===== src/sv/swrl_pkg.sv =====
// Package of types, states and constants for the sliding-window rate limiter.
`default_nettype none

package swrl_pkg;

  localparam logic [31:0] USEC_PER_SEC = 32'd1000000;
  localparam logic [31:0] FRAC_SCALE   = 32'd4294;
  localparam logic [31:0] WAIT_SCALE   = 32'd1000000;
  localparam logic [31:0] WAIT_MAX     = 32'hFFFF_FFFF;

  localparam logic FUNC_RECORD = 1'b0;
  localparam logic FUNC_QUERY  = 1'b1;

  typedef struct packed {
    logic        func;
    logic [31:0] now_sec;
    logic [19:0] now_usec;
    logic [31:0] amount;
  } swrl_req_t;

  typedef struct packed {
    logic [31:0] wait_us;
    logic [31:0] remain;
    logic        over_limit;
  } swrl_rsp_t;

  typedef struct packed {
    logic        done;
    logic        sat;
    logic [31:0] quot;
  } swrl_div_res_t;

  typedef enum logic [3:0] {
    S_IDLE,
    S_REC,
    S_FRAC,
    S_WGT,
    S_EST,
    S_CMP,
    S_MULX,
    S_DSTART,
    S_DWAIT,
    S_FIN
  } swrl_state_t;

endpackage

`default_nettype wire


===== src/sv/swrl_div.sv =====
// Iterative 64-by-32 restoring divider with saturation of the 32-bit quotient.
`default_nettype none

module swrl_div (
  input  logic                   clk,
  input  logic                   rst,
  input  logic                   start,
  input  logic [63:0]            dividend,
  input  logic [31:0]            divisor,
  output swrl_pkg::swrl_div_res_t res
);
  import swrl_pkg::*;

  logic        busy;
  logic [4:0]  cnt;
  logic [31:0] rem;
  logic [31:0] quo;
  logic [31:0] dsr;
  logic        done;
  logic        sat;
  logic [32:0] rem_sh;
  logic [32:0] rem_diff;
  logic        q_bit;

  always_comb begin
    rem_sh   = {rem, quo[31]};
    rem_diff = rem_sh - {1'b0, dsr};
    q_bit    = (rem_sh >= {1'b0, dsr});
  end

  always_ff @(posedge clk) begin
    if (rst) begin
      busy <= 1'b0;
      done <= 1'b0;
      sat  <= 1'b0;
      cnt  <= '0;
    end else begin
      done <= 1'b0;
      if (start) begin
        dsr <= divisor;
        cnt <= '0;
        if (dividend[63:32] >= divisor) begin
          sat  <= 1'b1;
          done <= 1'b1;
          busy <= 1'b0;
        end else begin
          sat  <= 1'b0;
          busy <= 1'b1;
          rem  <= dividend[63:32];
          quo  <= dividend[31:0];
        end
      end else if (busy) begin
        rem <= q_bit ? rem_diff[31:0] : rem_sh[31:0];
        quo <= {quo[30:0], q_bit};
        cnt <= cnt + 5'd1;
        if (cnt == 5'd31) begin
          busy <= 1'b0;
          done <= 1'b1;
        end
      end
    end
  end

  assign res = '{done: done, sat: sat, quot: quo};

  a_start_idle: assert property (@(posedge clk) disable iff (rst) start |-> !busy)
    else $error("divider started while busy");
  a_done_idle: assert property (@(posedge clk) disable iff (rst) done |-> !busy)
    else $error("divider done while still busy");
  a_busy_holds: assert property (@(posedge clk) disable iff (rst)
    (busy && cnt != 5'd31 && !start) |=> busy)
    else $error("divider stopped early");
  a_sat_fast: assert property (@(posedge clk) disable iff (rst)
    (done && sat) |-> $past(start))
    else $error("saturated result not directly after start");

endmodule

`default_nettype wire


===== src/sv/sliding_window_rate_limiter.sv =====
// Top level of the sliding-window rate limiter with its sequencer and shared multiplier.
//
//  channel | direction | handshake              | beat
//  req     | in        | req_valid / req_ready  | swrl_req_t: func, now_sec, now_usec, amount
//  rsp     | out       | rsp_valid / rsp_ready  | swrl_rsp_t: wait_us, remain, over_limit
//  cfg     | in        | cfg_write              | cfg_data: rate_limit
//
// A record beat passes from S_IDLE, where it is accepted, through S_REC to S_FIN.
// A query under the limit runs S_FRAC, S_WGT, S_EST and S_CMP to S_FIN; one over the limit
// adds S_MULX, S_DSTART and S_DWAIT, where a saturating wait skips the 32-step divide.
// All multiplications go through one 32-by-32 multiplier under the sequencer.
// Reset clears the window state, the limit and rsp_valid.
// A new request beat is taken while an earlier result still waits on rsp.
`default_nettype none

module sliding_window_rate_limiter (
  input  logic                clk,
  input  logic                rst,
  input  logic                req_valid,
  output logic                req_ready,
  input  swrl_pkg::swrl_req_t req,
  output logic                rsp_valid,
  input  logic                rsp_ready,
  output swrl_pkg::swrl_rsp_t rsp,
  input  logic                cfg_write,
  input  logic [31:0]         cfg_data
);
  import swrl_pkg::*;

  swrl_state_t   state;
  swrl_state_t   state_next;
  swrl_req_t     item;
  swrl_rsp_t     result;
  swrl_div_res_t div_res;

  logic [31:0] rate_limit;
  logic [31:0] window_second;
  logic [31:0] current_count;
  logic [31:0] previous_count;

  logic [31:0] frac;
  logic [31:0] weight;
  logic [31:0] est;
  logic [63:0] dividend;
  logic        age_zero;
  logic        age_one;

  logic [31:0] age;
  logic [31:0] older;
  logic [31:0] mul_a;
  logic [31:0] mul_b;
  logic [63:0] prod;
  logic [63:0] wsum;
  logic [31:0] divisor;
  logic        div_start;
  logic        rsp_load;

  assign age     = item.now_sec - window_second;
  assign older   = age_zero ? previous_count : current_count;
  assign prod    = 64'(mul_a) * 64'(mul_b);
  assign wsum    = prod + {32'd0, older};
  assign divisor = (rate_limit != 32'd0) ? rate_limit : 32'd1;

  always_ff @(posedge clk) begin
    if (rst) begin
      state <= S_IDLE;
    end else begin
      state <= state_next;
    end
  end

  always_comb begin
    state_next = state;
    req_ready  = 1'b0;
    div_start  = 1'b0;
    rsp_load   = 1'b0;
    mul_a      = 32'd0;
    mul_b      = 32'd0;
    unique case (state)
      S_IDLE: begin
        req_ready = 1'b1;
        if (req_valid) begin
          state_next = (req.func == FUNC_QUERY) ? S_FRAC : S_REC;
        end
      end
      S_REC: state_next = S_FIN;
      S_FRAC: begin
        mul_a      = USEC_PER_SEC - {12'd0, item.now_usec};
        mul_b      = FRAC_SCALE;
        state_next = S_WGT;
      end
      S_WGT: begin
        mul_a      = older;
        mul_b      = frac;
        state_next = S_EST;
      end
      S_EST: state_next = S_CMP;
      S_CMP: state_next = (est < rate_limit) ? S_FIN : S_MULX;
      S_MULX: begin
        mul_a      = est - rate_limit;
        mul_b      = WAIT_SCALE;
        state_next = S_DSTART;
      end
      S_DSTART: begin
        div_start  = 1'b1;
        state_next = S_DWAIT;
      end
      S_DWAIT: begin
        if (div_res.done) begin
          state_next = S_FIN;
        end
      end
      S_FIN: begin
        if (!rsp_valid || rsp_ready) begin
          rsp_load   = 1'b1;
          state_next = S_IDLE;
        end
      end
      default: state_next = S_IDLE;
    endcase
  end

  always_ff @(posedge clk) begin
    if (rst) begin
      rate_limit     <= 32'd0;
      window_second  <= 32'd0;
      current_count  <= 32'd0;
      previous_count <= 32'd0;
    end else begin
      if (cfg_write) begin
        rate_limit <= cfg_data;
      end
      if (state == S_REC) begin
        if (age == 32'd0) begin
          current_count <= current_count + item.amount;
        end else begin
          previous_count <= (age == 32'd1) ? current_count : 32'd0;
          window_second  <= item.now_sec;
          current_count  <= item.amount;
        end
      end
    end
  end

  always_ff @(posedge clk) begin
    unique case (state)
      S_IDLE: begin
        if (req_valid) begin
          item <= req;
        end
      end
      S_REC: result <= '0;
      S_FRAC: begin
        frac     <= prod[31:0];
        age_zero <= (age == 32'd0);
        age_one  <= (age == 32'd1);
      end
      S_WGT: weight <= wsum[63:32];
      S_EST: begin
        est <= (age_zero ? current_count : 32'd0)
             + ((age_zero || age_one) ? weight : 32'd0)
             + item.amount;
      end
      S_CMP: result <= '{wait_us: 32'd0, remain: rate_limit - est, over_limit: 1'b0};
      S_MULX: dividend <= prod;
      S_DWAIT: begin
        if (div_res.done) begin
          result.remain     <= 32'd0;
          result.over_limit <= 1'b1;
          if (div_res.sat) begin
            result.wait_us <= WAIT_MAX;
          end else if (div_res.quot == 32'd0) begin
            result.wait_us <= 32'd1;
          end else begin
            result.wait_us <= div_res.quot;
          end
        end
      end
      default: begin
      end
    endcase
  end

  always_ff @(posedge clk) begin
    if (rst) begin
      rsp_valid <= 1'b0;
    end else if (rsp_load) begin
      rsp_valid <= 1'b1;
    end else if (rsp_ready) begin
      rsp_valid <= 1'b0;
    end
  end

  always_ff @(posedge clk) begin
    if (rsp_load) begin
      rsp <= result;
    end
  end

  swrl_div u_div (
    .clk      (clk),
    .rst      (rst),
    .start    (div_start),
    .dividend (dividend),
    .divisor  (divisor),
    .res      (div_res)
  );

endmodule

`default_nettype wire


===== config.mk =====
export PLATFORM = sky130hd
export DESIGN_NAME = sliding_window_rate_limiter
export DESIGN_NICKNAME = d
export VERILOG_FILES = /design/src/sv/swrl_pkg.sv /design/src/sv/swrl_div.sv /design/src/sv/sliding_window_rate_limiter.sv
export SDC_FILE = /design/constraint.sdc
export NUM_CORES = 2
export LEC_CHECK = 0
export BUFFER_PORTS_ARGS = -buffer_cell sky130_fd_sc_hd__buf_2
export CELL_PAD_IN_SITES_DETAIL_PLACEMENT = 1
export CELL_PAD_IN_SITES_GLOBAL_PLACEMENT = 1
export CORE_MARGIN = 10
export CORE_UTILIZATION = 25
export CTS_BUF_LIST = sky130_fd_sc_hd__clkbuf_2 sky130_fd_sc_hd__clkbuf_4 sky130_fd_sc_hd__clkbuf_8
export DETAILED_ROUTE_END_ITERATION = 16
export PLACE_DENSITY = 0.54
export REMOVE_ABC_BUFFERS = 1
export SETUP_SLACK_MARGIN = 0.05
export SKIP_LAST_GASP = 1
export SLEW_MARGIN = 25
export SYNTH_ARGS = -nofsm -noshare
export SYNTH_HDL_FRONTEND = slang
export SYNTH_SLANG_ARGS = --single-unit

===== constraint.sdc =====
create_clock -name clk -period 18.2 [get_ports clk]
set_input_delay 0.91 -clock clk [delete_from_list [all_inputs] [get_ports clk]]
set_output_delay 0.91 -clock clk [all_outputs]
set_load 0.01 [all_outputs]

==> reports/metrics.csv <==
stage,metric,value,unit
setup_path,r2r_cells,44,
drt,drt_wl_total,273,mm
setup_path,endpoint,weight[31],
global_routing,track_usage,18.2,%
setup_path,rr_startpoint,est[0],
drt,avgRoutedWirePerCell,24.5,um
clock_network,post_cts_resized,0,
drt,drc,0,
die,dieHeight,544,um
drt,dr_total_vias,54000,
timing,setup_tns,0,ps
setup_path,slowest_delay,790,ps
placement,postPlaceCellArea,74000,um^2
clock_network,cts_root_buf,clkbuf_8,
timing,fin_skew,133,ps
placement,dpl.hpwl,223,mm
die,die_area,295000,um^2
placement,numPortBuffers,188,
timing,fmax,67.0,MHz
yosys,synth_cells,7389,
drt,via_per_inst,4.84,
timing,slew_headroom,24.9,%
clock_network,numCtsBuffers,117,
clock_network,clock_sinks,613,
timing,period_minus_slack,14930,ps
die,rows,192,
yosys,synth.area.top_cells,"fa_1 (27%), edfxtp_1 (21%), ha_1 (9.4%), inv_1 (6.3%), nand2_1 (5.4%)",
global_routing,grt_remaining_overflow,0,
drt,first_pass_iters,6,
setup_path,reg2reg_setup_slack,3270,ps
placement,place_congestion,0.914,
setup_path,r2r-end,weight[31],
run,cap_violations,0,
global_routing,grt_max_degree,100,
yosys,ys_warn_count,0,
setup_path,cp_slowest_cell,nor2_1,
setup_path,cp_common_cell,fa_1,
timing,rsz0062_at_grt,no,
yosys,yosysMostFrequentCell,inv_1,
power_and_ir_drop,powerDensity,77.0,nW/um^2
drt,antenna_left,0,
global_routing,grt_pass1_vias,58400,
hold_path,min_path_type,primary input to flip-flop,
final_layout,layout-area-overhead-vs-synth,12.0,%
yosys,ys_ff_latch,613,
outcome,status,"complete, no violations",
clock_network,ctsHoldBuffers,0,
power_and_ir_drop,p_leak,34.0,nW
global_routing,grt_pass1_wl,401,mm
clock_network,htree_num_levels,3,
die,initial_core_util,25.1,%
setup_path,startpoint,est[0],
die,io_pins,189,
drt,drtIter0Drc,3345,
yosys,avgSynthCellArea,9.28,um^2
final_layout,drive_gt1_share,8.90,%
clock_network,cts_setup_buffers,0,
setup_path,worst-path-max-fanout,7,
timing,slew_viol_final,0,
final_layout,final_cell_area,76700,um^2
setup_path,cp.required,18720,ps
yosys,synth_common_cells,"inv_1 (1158), nand2_1 (991), fa_1 (933)",
yosys,synth_ff_type,edfxtp_1,
timing,fin_ws,3270,ps
yosys,yosys.area.top_type_share,27.3,%
setup_path,start_kind,flip-flop,
clock_network,clockBufferDepth,3,
power_and_ir_drop,power,5.91,mW
timing,setup_viol_count_final,0,
setup_path,critical_path_class,flip-flop to flip-flop,
yosys,synthArstFlopShare,0,%
yosys,yosysUniqueCellTypes,93,
clock_network,cts.clk_slew.worst_paths,70,ps
setup_path,arrival,15450,ps
global_routing,grt_antenna_before_repair,18,
yosys,synth-seq-area-share,24.8,%
yosys,synth_edf_count,472,
yosys,synth_area,68500,um^2
timing,period_share,82.0,%
clock_network,cts_tree,done,
timing,hold_violations,0,
yosys,yosysTopAreaCell,fa_1,
die,die_x,544,um
final_layout,fin_util,28.1,%
clock_network,clock_latency,920,ps
final_layout,final_nets,9039,
timing,worst_slew_pin_slew,1120,ps
setup_path,cp-end-kind,flip-flop,
power_and_ir_drop,ir_drop,0.0867,mV
die,core-area,273000,um^2
placement,pre_cts_ws,3680,ps
-- flip-flops by register name, summed over array words and instances, names as in the netlist, 32 cells and up --
register and cells:
weight 32, frac 32, result 65, u_div.dsr 32
previous_count 32, window_second 32, u_div.quo 32, est 32
rsp 65, item 84, dividend 64, current_count 32
rate_limit 32, u_div.rem 32
-- where the power goes --
| group | internal [mW] | switching, mW | total [mW] |
|---|---|---|---|
| logic | 0.772 | 1.55 | 2.33 |
| registers | 1.76 | 0.196 | 1.95 |
| clock network | 0.924 | 0.702 | 1.63 |
-- layout make-up --
type | count | area [um^2]
repair buffers | 334 | 2090
clock buffers | 163 | 2050
fillers | 31600 | 196000
diodes | 6 | 15.0
flip-flops and latches | 613 | 17000
clock inverters | 57 | 706
inverters | 1158 | 4350
well taps | 3589 | 4490
multi-input cells | 5244 | 46000
-- layer usage --
layer / up-vias / GRT usage (%) / share of wire, %
met2: 1270 / 29.6 / 46
met3: 351 / 2.26 / 4.5
met4: 2 / 6.09 / 3.9
met5: - / 0 / 0.0029
met1: 28300 / 24.9 / 46
li1: 24100 / - / -
-- through the flow --
stage | hold slack (ps) | cells
6_report | 175 | 11200
3_3_place_gp | 404 | 10900
5_1_grt | 108 | 11200
3_5_place_dp | 406 | 10900
2_1_floorplan | 400 | 7015
4_1_cts | 72.2 | 11200
-- placed cells by master, fill, tap and decap left out, drive strengths merged, types with 29 or more instances in the layout --
| master | instances |
|---|---|
| mux2i | 75 |
| o21a | 84 |
| a21o | 145 |
| xor2 | 86 |
| edfxtp | 472 |
| xnor2 | 151 |
| nand3 | 101 |
| a211oi | 37 |
| and2 | 86 |
| clkinv | 37 |
| dfxtp | 141 |
| nand4 | 50 |
| inv | 1161 |
| a21oi | 373 |
| a31oi | 36 |
| nor2 | 764 |
| nor4 | 39 |
| ha | 516 |
| nor2b | 74 |
| mux2 | 29 |
| nand2 | 991 |
| buf | 334 |
| fa | 933 |
| a311oi | 36 |
| and3 | 41 |
| o21ai | 162 |
| nand2b | 49 |
| nor3 | 72 |
| clkbuf | 163 |
-- kinds of logic (layout without fill, tap and decap cells) --
kind of cell / count (synthesis) / in the layout / share of synthesized area (%)
AOI/OAI and AO/OA: 1100 / 1100 / 10.5
xor gates and xnor gates: 237 / 237 / 3.03
buffers and inverters: 1532 / 1712 / 8.42
muxes: 104 / 104 / 1.57
DFF: 613 / 613 / 24.8
and+or+nand+nor: 2354 / 2354 / 15.0
other: 0 / 6 / 0
adders and majority gates: 1449 / 1449 / 36.7
-- critical path, delay by kind of cell, from the launching register on --
family | cells | cell delay [ps]
simple gates | 12 | 4280
compound gates | 12 | 3780
xor+xnor | 2 | 720
buf+inv | 7 | 380
flops | 1 | 410
fa+ha+maj | 11 | 4970
-- worst min-delay path by stage --
| stage | cells after the start | from | slack, ps | end |
|---|---|---|---|---|
| after global placement | 0 | result[0] | 400 | rsp[0] |
| after detailed placement | 0 | result[23] | 410 | rsp[23] |
| after CTS | 1 | req[46] | 70 | item[46] |
| final | 1 | req[46] | 170 | item[46] |
| after floorplan | 0 | result[0] | 400 | rsp[0] |
| after global routing | 1 | req[10] | 110 | item[10] |
(Power assumes the default switching activity.)
